`src/design/bpfm_pkg.sv`:
```
package bpfm_pkg;

    localparam int FRAMES       = 16;
    localparam int PAGE_ID_BITS = 16;
    localparam int PIN_BITS     = 8;

    localparam int FRAME_BITS   = $clog2(FRAMES);
    localparam int PCNT_W       = 17;
    localparam int PORT_PAGE_W  = 16;
    localparam int PORT_FRAME_W = 4;
    localparam int STATUS_W     = 3;
    localparam int CMP_W        = (PAGE_ID_BITS + 1 > PCNT_W) ? PAGE_ID_BITS + 1 : PCNT_W;

    localparam logic [PIN_BITS-1:0] PIN_MAX = {PIN_BITS{1'b1}};

    typedef enum logic [1:0] {
        ACT_FETCH = 2'd0,
        ACT_UNPIN = 2'd1,
        ACT_FLUSH = 2'd2
    } t_action;

    typedef enum logic [STATUS_W-1:0] {
        ST_OK           = 3'd0,
        ST_RANGE        = 3'd1,
        ST_ALL_PINNED   = 3'd2,
        ST_NOT_RESIDENT = 3'd3,
        ST_PINNED       = 3'd4
    } t_status;

    typedef enum logic [2:0] {
        OP_NONE,
        OP_HIT,
        OP_LOAD,
        OP_UNPIN,
        OP_CLEAN
    } t_op;

    typedef enum logic [1:0] {
        S_IDLE,
        S_SCAN,
        S_APPLY
    } t_state;

    // Search record handed from cell to cell along the chain
    typedef struct packed {
        logic                    match;
        logic [FRAME_BITS-1:0]   m_idx;
        logic [FRAME_BITS-1:0]   m_rank;
        logic                    m_pinned;
        logic                    m_dirty;
        logic                    vic;
        logic [FRAME_BITS-1:0]   v_idx;
        logic [FRAME_BITS-1:0]   v_rank;
        logic                    v_valid;
        logic                    v_dirty;
        logic [PAGE_ID_BITS-1:0] v_page;
    } t_scan;

    // Update broadcast to every cell
    typedef struct packed {
        t_op                     op;
        logic [FRAME_BITS-1:0]   frame;
        logic [FRAME_BITS-1:0]   rank;
        logic [PAGE_ID_BITS-1:0] page;
        logic                    md;
    } t_cmd;

endpackage

```
`src/design/bpfm_cell.sv`:
```
module bpfm_cell
    import bpfm_pkg::*;
(
    input  logic                    i_clk,
    input  logic                    i_rst_n,
    input  logic [FRAME_BITS-1:0]   i_index,
    input  logic [PAGE_ID_BITS-1:0] i_pid,
    input  t_scan                   i_rec,
    input  t_cmd                    i_cmd,
    output t_scan                   o_rec
);

    logic [PAGE_ID_BITS-1:0] r_page;
    logic                    r_valid;
    logic [PIN_BITS-1:0]     r_pin;
    logic                    r_dirty;
    logic [FRAME_BITS-1:0]   r_rank;
    t_scan                   r_rec;
    t_scan                   n_rec;
    logic                    target;
    logic                    touch;

    assign target = (i_cmd.frame == i_index);
    assign touch  = (i_cmd.op == OP_HIT) || (i_cmd.op == OP_LOAD);

    // Keep the first valid match and the least recent unpinned frame
    always_comb begin
        n_rec = i_rec;
        if (!i_rec.match && r_valid && (r_page == i_pid)) begin
            n_rec.match    = 1'b1;
            n_rec.m_idx    = i_index;
            n_rec.m_rank   = r_rank;
            n_rec.m_pinned = (r_pin != '0);
            n_rec.m_dirty  = r_dirty;
        end
        if ((r_pin == '0) && (!i_rec.vic || (r_rank > i_rec.v_rank))) begin
            n_rec.vic     = 1'b1;
            n_rec.v_idx   = i_index;
            n_rec.v_rank  = r_rank;
            n_rec.v_valid = r_valid;
            n_rec.v_dirty = r_dirty;
            n_rec.v_page  = r_page;
        end
    end

    always_ff @(posedge i_clk) begin
        r_rec <= n_rec;
    end

    always_ff @(posedge i_clk) begin
        if (target && (i_cmd.op == OP_LOAD)) begin
            r_page <= i_cmd.page;
        end
    end

    always_ff @(posedge i_clk) begin
        if (!i_rst_n) begin
            r_valid <= 1'b0;
            r_pin   <= '0;
            r_dirty <= 1'b0;
            r_rank  <= i_index;
        end else begin
            if (target) begin
                case (i_cmd.op)
                    OP_HIT: begin
                        if (r_pin != PIN_MAX) begin
                            r_pin <= r_pin + PIN_BITS'(1);
                        end
                    end
                    OP_LOAD: begin
                        r_valid <= 1'b1;
                        r_pin   <= PIN_BITS'(1);
                        r_dirty <= 1'b0;
                    end
                    OP_UNPIN: begin
                        r_pin   <= r_pin - PIN_BITS'(1);
                        r_dirty <= r_dirty | i_cmd.md;
                    end
                    OP_CLEAN: begin
                        r_dirty <= 1'b0;
                    end
                    default: begin
                    end
                endcase
            end
            if (touch) begin
                if (target) begin
                    r_rank <= '0;
                end else if (r_rank < i_cmd.rank) begin
                    r_rank <= r_rank + FRAME_BITS'(1);
                end
            end
        end
    end

    assign o_rec = r_rec;

endmodule

```
`src/design/bpfm_ctrl.sv`:
```
module bpfm_ctrl
    import bpfm_pkg::*;
(
    input  logic                    i_clk,
    input  logic                    i_rst_n,
    input  logic                    i_start,
    input  logic [1:0]              i_action,
    input  logic [PORT_PAGE_W-1:0]  i_page_id,
    input  logic                    i_mark_dirty,
    input  logic [PCNT_W-1:0]       i_page_count,
    input  t_scan                   i_rec,
    output logic                    o_busy,
    output logic [PAGE_ID_BITS-1:0] o_pid,
    output t_cmd                    o_cmd,
    output logic                    o_result_valid,
    output logic [STATUS_W-1:0]     o_status,
    output logic                    o_hit,
    output logic [PORT_FRAME_W-1:0] o_frame,
    output logic                    o_read_request,
    output logic                    o_writeback_request,
    output logic [PORT_PAGE_W-1:0]  o_writeback_page
);

    t_state                  r_state;
    t_state                  n_state;
    logic [FRAME_BITS-1:0]   r_cnt;
    t_action                 r_action;
    logic [PAGE_ID_BITS-1:0] r_pid;
    logic                    r_md;
    logic                    r_in_range;
    logic [PAGE_ID_BITS-1:0] in_pid;
    logic                    accept;

    t_status                 n_status;
    logic                    n_hit;
    logic [FRAME_BITS-1:0]   n_frame;
    logic                    n_rd;
    logic                    n_wb;
    logic [PAGE_ID_BITS-1:0] n_wbp;

    t_status                 r_status;
    logic                    r_hit;
    logic [FRAME_BITS-1:0]   r_frame;
    logic                    r_rd;
    logic                    r_wb;
    logic [PAGE_ID_BITS-1:0] r_wbp;
    logic                    r_strobe;

    assign in_pid = PAGE_ID_BITS'(i_page_id);
    assign o_busy = (r_state != S_IDLE);
    assign accept = i_start && !o_busy;
    assign o_pid  = r_pid;

    always_ff @(posedge i_clk) begin
        if (!i_rst_n) begin
            r_state  <= S_IDLE;
            r_cnt    <= '0;
            r_strobe <= 1'b0;
        end else begin
            r_state  <= n_state;
            r_strobe <= (r_state == S_APPLY);
            if (r_state == S_SCAN) begin
                r_cnt <= r_cnt + FRAME_BITS'(1);
            end else begin
                r_cnt <= '0;
            end
        end
    end

    always_ff @(posedge i_clk) begin
        if (accept) begin
            r_action   <= t_action'(i_action);
            r_pid      <= in_pid;
            r_md       <= i_mark_dirty;
            r_in_range <= (CMP_W'(in_pid) < CMP_W'(i_page_count));
        end
        if (r_state == S_APPLY) begin
            r_status <= n_status;
            r_hit    <= n_hit;
            r_frame  <= n_frame;
            r_rd     <= n_rd;
            r_wb     <= n_wb;
            r_wbp    <= n_wbp;
        end
    end

    always_comb begin
        n_state    = r_state;
        o_cmd      = '0;
        o_cmd.op   = OP_NONE;
        o_cmd.page = r_pid;
        o_cmd.md   = r_md;
        n_status   = ST_OK;
        n_hit      = 1'b0;
        n_frame    = '0;
        n_rd       = 1'b0;
        n_wb       = 1'b0;
        n_wbp      = '0;
        case (r_state)
            S_IDLE: begin
                if (i_start) begin
                    n_state = S_SCAN;
                end
            end
            S_SCAN: begin
                if (r_cnt == FRAME_BITS'(FRAMES - 1)) begin
                    n_state = S_APPLY;
                end
            end
            S_APPLY: begin
                n_state = S_IDLE;
                case (r_action)
                    ACT_FETCH: begin
                        if (!r_in_range) begin
                            n_status = ST_RANGE;
                        end else if (i_rec.match) begin
                            n_hit       = 1'b1;
                            n_frame     = i_rec.m_idx;
                            o_cmd.op    = OP_HIT;
                            o_cmd.frame = i_rec.m_idx;
                            o_cmd.rank  = i_rec.m_rank;
                        end else if (i_rec.vic) begin
                            n_frame     = i_rec.v_idx;
                            n_rd        = 1'b1;
                            n_wb        = i_rec.v_valid && i_rec.v_dirty;
                            n_wbp       = n_wb ? i_rec.v_page : '0;
                            o_cmd.op    = OP_LOAD;
                            o_cmd.frame = i_rec.v_idx;
                            o_cmd.rank  = i_rec.v_rank;
                        end else begin
                            n_status = ST_ALL_PINNED;
                        end
                    end
                    ACT_UNPIN: begin
                        if (i_rec.match && i_rec.m_pinned) begin
                            n_frame     = i_rec.m_idx;
                            o_cmd.op    = OP_UNPIN;
                            o_cmd.frame = i_rec.m_idx;
                        end else begin
                            n_status = ST_NOT_RESIDENT;
                        end
                    end
                    ACT_FLUSH: begin
                        if (!i_rec.match) begin
                            n_status = ST_NOT_RESIDENT;
                        end else begin
                            n_frame = i_rec.m_idx;
                            if (i_rec.m_pinned) begin
                                n_status = ST_PINNED;
                            end else if (i_rec.m_dirty) begin
                                n_wb        = 1'b1;
                                n_wbp       = r_pid;
                                o_cmd.op    = OP_CLEAN;
                                o_cmd.frame = i_rec.m_idx;
                            end
                        end
                    end
                    default: begin
                    end
                endcase
            end
            default: begin
                n_state = S_IDLE;
            end
        endcase
    end

    assign o_result_valid      = r_strobe;
    assign o_status            = r_status;
    assign o_hit               = r_hit;
    assign o_frame             = PORT_FRAME_W'(r_frame);
    assign o_read_request      = r_rd;
    assign o_writeback_request = r_wb;
    assign o_writeback_page    = PORT_PAGE_W'(r_wbp);

endmodule

```
`src/design/buffer_pool_frame_manager.sv`:
```
// Buffer pool frame manager: page frames with pin counts and LRU replacement.
// A request is latched, searched along the frame chain, decided and applied to the cells,
// and its result is then registered onto the outputs.
// One request at a time: busy stays high from acceptance until the update is applied.
// Reset (i_rst_n low, synchronous): frames invalid, unpinned, clean, rank = frame index,
// page_count 0. Results show for one cycle on o_result_valid; the receiver cannot stall.
module buffer_pool_frame_manager
    import bpfm_pkg::*;
(
    input  logic                    i_clk,
    input  logic                    i_rst_n,
    // request channel
    input  logic                    start,
    output logic                    busy,
    input  logic [1:0]              i_action,
    input  logic [PORT_PAGE_W-1:0]  i_page_id,
    input  logic                    i_mark_dirty,
    // page_count register write
    input  logic                    i_cfg_valid,
    output logic                    o_cfg_ready,
    input  logic [PCNT_W-1:0]       i_cfg_data,
    // result
    output logic                    o_result_valid,
    output logic [STATUS_W-1:0]     o_status,
    output logic                    o_hit,
    output logic [PORT_FRAME_W-1:0] o_frame,
    output logic                    o_read_request,
    output logic                    o_writeback_request,
    output logic [PORT_PAGE_W-1:0]  o_writeback_page
);

    logic [PCNT_W-1:0]       r_page_count;
    logic [PAGE_ID_BITS-1:0] w_pid;
    t_cmd                    w_cmd;
    t_scan                   w_chain [0:FRAMES];

    // Register writes land at any time; the user must write only while idle, the block itself does not enforce it.
    assign o_cfg_ready = 1'b1;

    always_ff @(posedge i_clk) begin
        if (!i_rst_n) begin
            r_page_count <= '0;
        end else if (i_cfg_valid) begin
            r_page_count <= i_cfg_data;
        end
    end

    // Head of the chain starts with an empty record: no match, no victim.
    assign w_chain[0] = '0;

    // One cell per frame. Every cell passes the record one step right each
    // cycle, so once it has passed every cell the tail holds the first matching
    // frame and the least recent unpinned frame. The update is broadcast to all
    // cells once the tail record is complete.
    for (genvar g = 0; g < FRAMES; g++) begin : g_cell
        bpfm_cell u_cell (
            .i_clk   (i_clk),
            .i_rst_n (i_rst_n),
            .i_index (FRAME_BITS'(g)),
            .i_pid   (w_pid),
            .i_rec   (w_chain[g]),
            .i_cmd   (w_cmd),
            .o_rec   (w_chain[g+1])
        );
    end

    // Sequence the request: latch, search, decide and update, report.
    bpfm_ctrl u_ctrl (
        .i_clk               (i_clk),
        .i_rst_n             (i_rst_n),
        .i_start             (start),
        .i_action            (i_action),
        .i_page_id           (i_page_id),
        .i_mark_dirty        (i_mark_dirty),
        .i_page_count        (r_page_count),
        .i_rec               (w_chain[FRAMES]),
        .o_busy              (busy),
        .o_pid               (w_pid),
        .o_cmd               (w_cmd),
        .o_result_valid      (o_result_valid),
        .o_status            (o_status),
        .o_hit               (o_hit),
        .o_frame             (o_frame),
        .o_read_request      (o_read_request),
        .o_writeback_request (o_writeback_request),
        .o_writeback_page    (o_writeback_page)
    );

endmodule

```
`config.mk`:
```
export PLATFORM = sky130hd
export DESIGN_NAME = buffer_pool_frame_manager
export DESIGN_NICKNAME = d
export VERILOG_FILES = /design/src/design/bpfm_pkg.sv /design/src/design/bpfm_cell.sv /design/src/design/bpfm_ctrl.sv /design/src/design/buffer_pool_frame_manager.sv
export SDC_FILE = /design/constraint.sdc
export NUM_CORES = 2
export LEC_CHECK = 0
export ABC_AREA = 0
export BUFFER_PORTS_ARGS = -buffer_cell sky130_fd_sc_hd__buf_2
export CAP_MARGIN = 20
export CORE_ASPECT_RATIO = 0.75
export CORE_UTILIZATION = 57
export DETAILED_ROUTE_END_ITERATION = 10
export PLACE_DENSITY = 0.81
export SLEW_MARGIN = 20
export SYNTH_ARGS = -nofsm -noshare
export SYNTH_HDL_FRONTEND = slang
export SYNTH_SLANG_ARGS = --single-unit
```
`constraint.sdc`:
```
create_clock -name i_clk -period 11.5 [get_ports i_clk]
set_input_delay 3.45 -clock i_clk [delete_from_list [all_inputs] [get_ports i_clk]]
set_output_delay 3.45 -clock i_clk [all_outputs]
set_load 0.01 [all_outputs]
```
Word-level counts from Yosys, hierarchy flattened

Index checks and enable logic that the tools add are counted.

Flip-flop bits (word level): 1,158
Bits in latches: 0
Bits in writable memories: 0
Memory bits (read-only): 0
Bits of input ports: 40
Output and inout port bits: 29
Logic and storage cells: 833
Memories kept: 0

$add $sub $neg: 49
Multiply operators: 0
Divide/modulo/power cells: 0
Magnitude comparators: 32
Eq/ne operators: 74
Shifts and indexed selects: 0
Multiplexer cells: 155
Bitwise logic cells: 18
Reductions and logical operators: 235

Operators with widths:

| operator            | count |
|---|---|
| $pmux 8 s3          | 16 |
| $mux 22             | 15 |
| $eq 16x16->1        | 16 |
| $mux 4              | 38 |
| $add 8x1->8 const B | 16 |
| $logic_not 8->1     | 16 |
| $mux 8              | 16 |
| $ne 8x8->1 const B  | 16 |
| $reduce_bool 8->1   | 16 |
| $sub 8x1->8 const B | 16 |
| $mux 16             | 7 |
| $reduce_and 2->1    | 51 |
| $mux 6              | 16 |
| $add 4x1->4 const B | 17 |
| $logic_and 1x1->1   | 65 |
| $lt 4x4->1          | 16 |
| $gt 4x4->1          | 15 |
| $reduce_and 3->1    | 16 |
| $mux 11             | 4 |
| $eq 4x4->1 const B  | 9 |
| $reduce_bool 2->1   | 18 |
| $pmux 1 s2          | 17 |
| $pmux 16 s2         | 1 |
| $logic_not 1->1     | 31 |
| other kinds (29)    | 99 |

Depth between registers and ports, before layout

Depth after elaboration: 9
Mapped depth: 19

Cells and area by module

A second synthesis with hierarchy kept.

Cells, all modules: 4,868
Area total of the unflattened synthesis: 54,025.6 µm²

Modules (own cells, without submodules):

| module                           | instances | cells each | area each (µm²) | seq. area each (µm²) |
|---|---|---|---|---|
| bpfm_cell (g_cell[0].u_cell ...) | 10        | 289        | 3,173.0         | 1,561.5 |
| bpfm_cell (g_cell[5].u_cell ...) | 5         | 283        | 3,145.5         | 1,561.5 |
| bpfm_cell (g_cell[4].u_cell)     | 1         | 278        | 3,186.8         | 1,561.5 |
| bpfm_ctrl                        | 1         | 228        | 2,713.9         | 1,521.5 |
| buffer_pool_frame_manager        | 1         | 57         | 666.9           | 340.3 |

Least setup slack after synthesis

OpenSTA, ideal clock, no wires.

Path kind: register to register
From: register u_ctrl.r_action[1]
To: register g_cell[2].u_cell.r_pin[7]
Arrival time: 4.824 ns
Required time: 11.426 ns
Path slack: 6.602 ns
Cell stages (with the launch flop): 16
Path buffers: 5
Period minus slack after synthesis: 4.898 ns
Path through: edfxtp_1 > buf_2 > clkbuf_1 > nand4b_1 > or2_2 > clkbuf_1 > inv_1 > buf_2 > buf_1 > ha_1 > a221oi_1 > o41ai_1 > a21oi_1 > xnor2_1 > or4_1 > a31oi_1

Cells in the longest elaborated chain, start to end: 6

RTL lines:

| what                                                                    | line             | RTL |
|---|---|---|
| start, declared                                                         | bpfm_ctrl.sv:27  | `t_action r_action;` |
| start signal, assigned                                                  | bpfm_ctrl.sv:72  | `r_action <= t_action'(i_action);` |
| $eq 2x2->1, or another cell as far along                                | bpfm_ctrl.sv:112 | `case (r_action)` |
| $pmux 7 s3 *                                                            | bpfm_ctrl.sv:112 |  |
| $mux 11 *                                                               | bpfm_ctrl.sv:99  | `case (r_state)` |
| $eq 3x1->1 / $eq 3x2->1 (equally long branches)                         | bpfm_cell.sv:64  | `case (i_cmd.op)` |
| $ne 2x1->1 (no source line) / $reduce_bool 3->1 (equally long branches) | -                |  |
| $reduce_and 3->1 (no source line)                                       | -                |  |
| end signal, assigned                                                    | bpfm_cell.sv:67  | `r_pin <= r_pin + PIN_BITS'(1);` |
| end signal, assigned                                                    | bpfm_cell.sv:76  | `r_pin <= r_pin - PIN_BITS'(1);` |
| end, declared                                                           | bpfm_cell.sv:15  | `logic [PIN_BITS-1:0] r_pin;` |

Every way passes the cells marked *; elsewhere a longest branch is shown, timed or not.
A chain may end at the register's enable or synchronous reset.

==> results.md <==
* Area leader, netlist: dfxtp_1
* Yosys top cell area share at approximately a third
* Multiplexer area fraction after synthesis at about a tenth
* Initial Util at between 50% and 60%
* Largest net degree at the start of global routing at 89
* Postcts setup bufs at 0
* Setup TNS at 0 ns
* Max-cap viol count at 0
* IO Port Bufs at between 60 and 70
* # fillers at around 6200
* Worst Path Max Fanout at 88
* Synth unique cells at between 80 and 90
* Count leader, synth: dfxtp_1
* Core area at ~84000 um2
* Yosys reg bits at approximately 1100
* RSZ-0062 raised after global routing: false
* Sequential fraction of the synthesis area at 53.06%
* Crit Path Class: in2reg
* Mapped Nets at 4638
* Data required time of the critical path at roughly 12 ns
* Compound-Gate Fraction of Synth Area at about a tenth
* Routed Antenna Nets at 0
* Final HPWL from detailed placement at roughly 74000 um
* R2R Path End: g_cell[6].u_cell.r_pin[6]
* Clock skew at between 0.02 and 0.025 ns
* Final core utilization at 63.58%
* Initial antenna violation count at 2
* Hold Path Origin: g_cell[8].u_cell.o_rec[36]
* Die width at 338.0 um
* Outcome: complete, no violations
* Setup-failing EPs final at 0
* Final hold vios at 0
* Worst-skew pair later-pin latency at about 0.67 ns
* TritonCTS Sinks at around 1100
* Overflow left after global routing at 0
* Worst hold slack at slightly above 0.4 ns
* Worst Hold Class: reg2reg
* Routed via count at ~33000
* Adder-Cell Fraction of Synth Area at ~5.3%
* Top cells by area, synth: dfxtp_1 (34%), edfxtp_1 (19%), mux2_2 (9.0%), ha_1 (5.3%), xor2_1 (4.1%)
* GP Congestion at 0.9157
* Reg2reg start: u_ctrl.r_action[1]
* Final Cycle Share at between 40% and 50%
* DRT iter0 DRCs at between 2000 and 3000
* CTS tree: done
* DRT Pass-1 Iters at 6
* Simple-Gate Fraction of Synth Area at between 10% and 20%
* Die area at between 80000 and 90000 um2
* Max IR drop VDD at approximately 0.00012 V
* Crit path launch type: primary input
* XOR/XNOR Fraction of Synth Area at 6.316%
* Post-synth EDFFs at 302
* First-pass GRT wire length at about 180000 um
* Share of flip-flops with an asynchronous set or reset at 0%
* Reg2reg setup slack at 6.84 ns
* H-tree depth at 3
* Syn_area_per_cell at ~11 um2
* Row cnt at just over 90
* Drt total wl at about 110000 um
* Worst slew margin at about a quarter
* Cell Area, Synth at ~48000 um2
* Fmax at between 150 and 200 MHz
* Fin. max-slew vios at 0
* Ys Warns at 0
* Final net count at about 4700
* Placed cell count at 5444
* Top post-synthesis cells by count: dfxtp_1 (826), mux2_2 (384), edfxtp_1 (302), nand2_1 (264), a21oi_1 (244)
* Die Height at 254.0 um
* Worst-path clk slew at approximately 0.06 ns
* DR DRC count at 0
* Routed wire per std cell at 19.62 um
* Synth Instances at ~4400
* Non-Filler Instances at 5635
* Clock buffer depth at 3
* Hold Path Depth at 1
* Root buffer cell: clkbuf_16
* Share of layout cells above drive strength 1 at between 10% and 20%
* PD cells at 151.4 nW/um2
* Crit. End Element: flip-flop
* Slew @ Worst Pin at 1.103 ns
* Reg2Reg Depth at 12
* Combinational family with the most area after synthesis: simple AND/OR/NAND/NOR gates
* Cts repair resizes at 0
* Area grow syn2layout at 10.57%
* Hold EP: g_cell[9].u_cell.o_rec[36]
* Leakage at a little over 20 nW
* Vias in the first global route at about 32000
* Worst EP arrival at roughly 5.7 ns
* CTS Buf Count at roughly 100
* Tmin final at around 5.2 ns
* Global-route usage over all layers at about a quarter
* Avg Vias per Cell at ~6
* I/O Pins at approximately 70
* # hold bufs at CTS at 0
* Top_reg_cell synth: dfxtp_1
-- power by group --
part / internal, mW / total, mW / switching [mW]
clock network: 2.02 / 3.51 / 1.49
registers: 4.16 / 4.20 / 0.0389
logic: 0.166 / 0.371 / 0.205
total: 6.34 / 8.08 / 1.74
-- cells in the final DEF (no fill, tap or decap), drive strengths merged, types with 35 or more instances in the layout --
cell,count
nand4,85
edfxtp,302
xnor2,120
a21o,35
buf,147
nand2b,87
dfxtp,826
nor2,231
ha,203
nand2,264
or3,53
nor3,95
inv,124
xor2,228
nand3,103
nor4,74
and3,43
nor2b,41
mux2,384
o21ai,134
a21oi,244
and2,59
clkbuf,139
-- cell families (layout without fill, tap and decap cells) --
group / count (synthesis) / count (layout)
muxes: 415 / 415
AOI/OAI and AO/OA: 697 / 697
adders and majority gates: 205 / 205
buffers and inverters: 347 / 458
DFF: 1128 / 1128
xor gates and xnor gates: 348 / 348
and+or+nand+nor: 1254 / 1254
other: 1 / 2
-- stage by stage --
step	cell area, um2	setup WS [ns]	power (mW)
floorplan	48260	6.602	4.537
global placement	49820	5.675	4.636
detailed placement	49840	5.694	4.650
CTS	53350	6.400	8.126
global route	53350	6.299	8.328
finish	53360	6.319	8.078
-- flip-flops by register name (all words and copies together) (netlist names), 16 cells and up --
register	flops
g_cell.u_cell.o_rec	578
u_ctrl.o_pid	16
g_cell.u_cell.r_rank	64
g_cell.u_cell.r_page	256
g_cell.u_cell.r_dirty	16
r_page_count	17
u_ctrl.o_writeback_page	16
g_cell.u_cell.r_valid	16
g_cell.u_cell.r_pin	128
-- metal layers --
layer	vias up	global-route usage [%]	wire [um]
li1	15882	-	-
met1	15962	35.67	49390
met2	1183	41.21	50690
met3	189	4.365	8152
met5	-	0	0
met4	0	7.111	2297
-- area by class of cell --
type / count / area, um2 / share of cell area (%)
clock inverter: 51 / 631.9 / 1.184
sequential: 1128 / 25600 / 47.99
inverter: 121 / 459.2 / 0.8606
clock buffer: 139 / 2884 / 5.405
tap: 1128 / 1411 / 2.645
timing repair buffer: 147 / 934.6 / 1.752
multi-input combinational: 2920 / 21430 / 40.16
antenna: 1 / 2.502 / 0.004690
-- how the worst max path moves through the flow --
stage,cells past startpoint,slack (ns),from,to
global route,6,6.30,i_rst_n,g_cell[0].u_cell.r_pin[7]
global placement,6,5.68,i_rst_n,g_cell[0].u_cell.r_pin[7]
detailed placement,6,5.69,i_rst_n,g_cell[0].u_cell.r_pin[7]
floorplan,15,6.60,u_ctrl.r_action[1],g_cell[2].u_cell.r_pin[7]
CTS,6,6.40,i_rst_n,g_cell[0].u_cell.r_pin[7]
finish,6,6.32,i_rst_n,g_cell[0].u_cell.r_pin[7]
-- worst max-delay path, stage by stage --
cell and delay (ns):
buf_4 0.25, inv_6 0.62, buf_4 0.80, or4_1 0.22, mux2i_1 0.06, a31o_2 0.22
(Power assumes the default switching activity.)
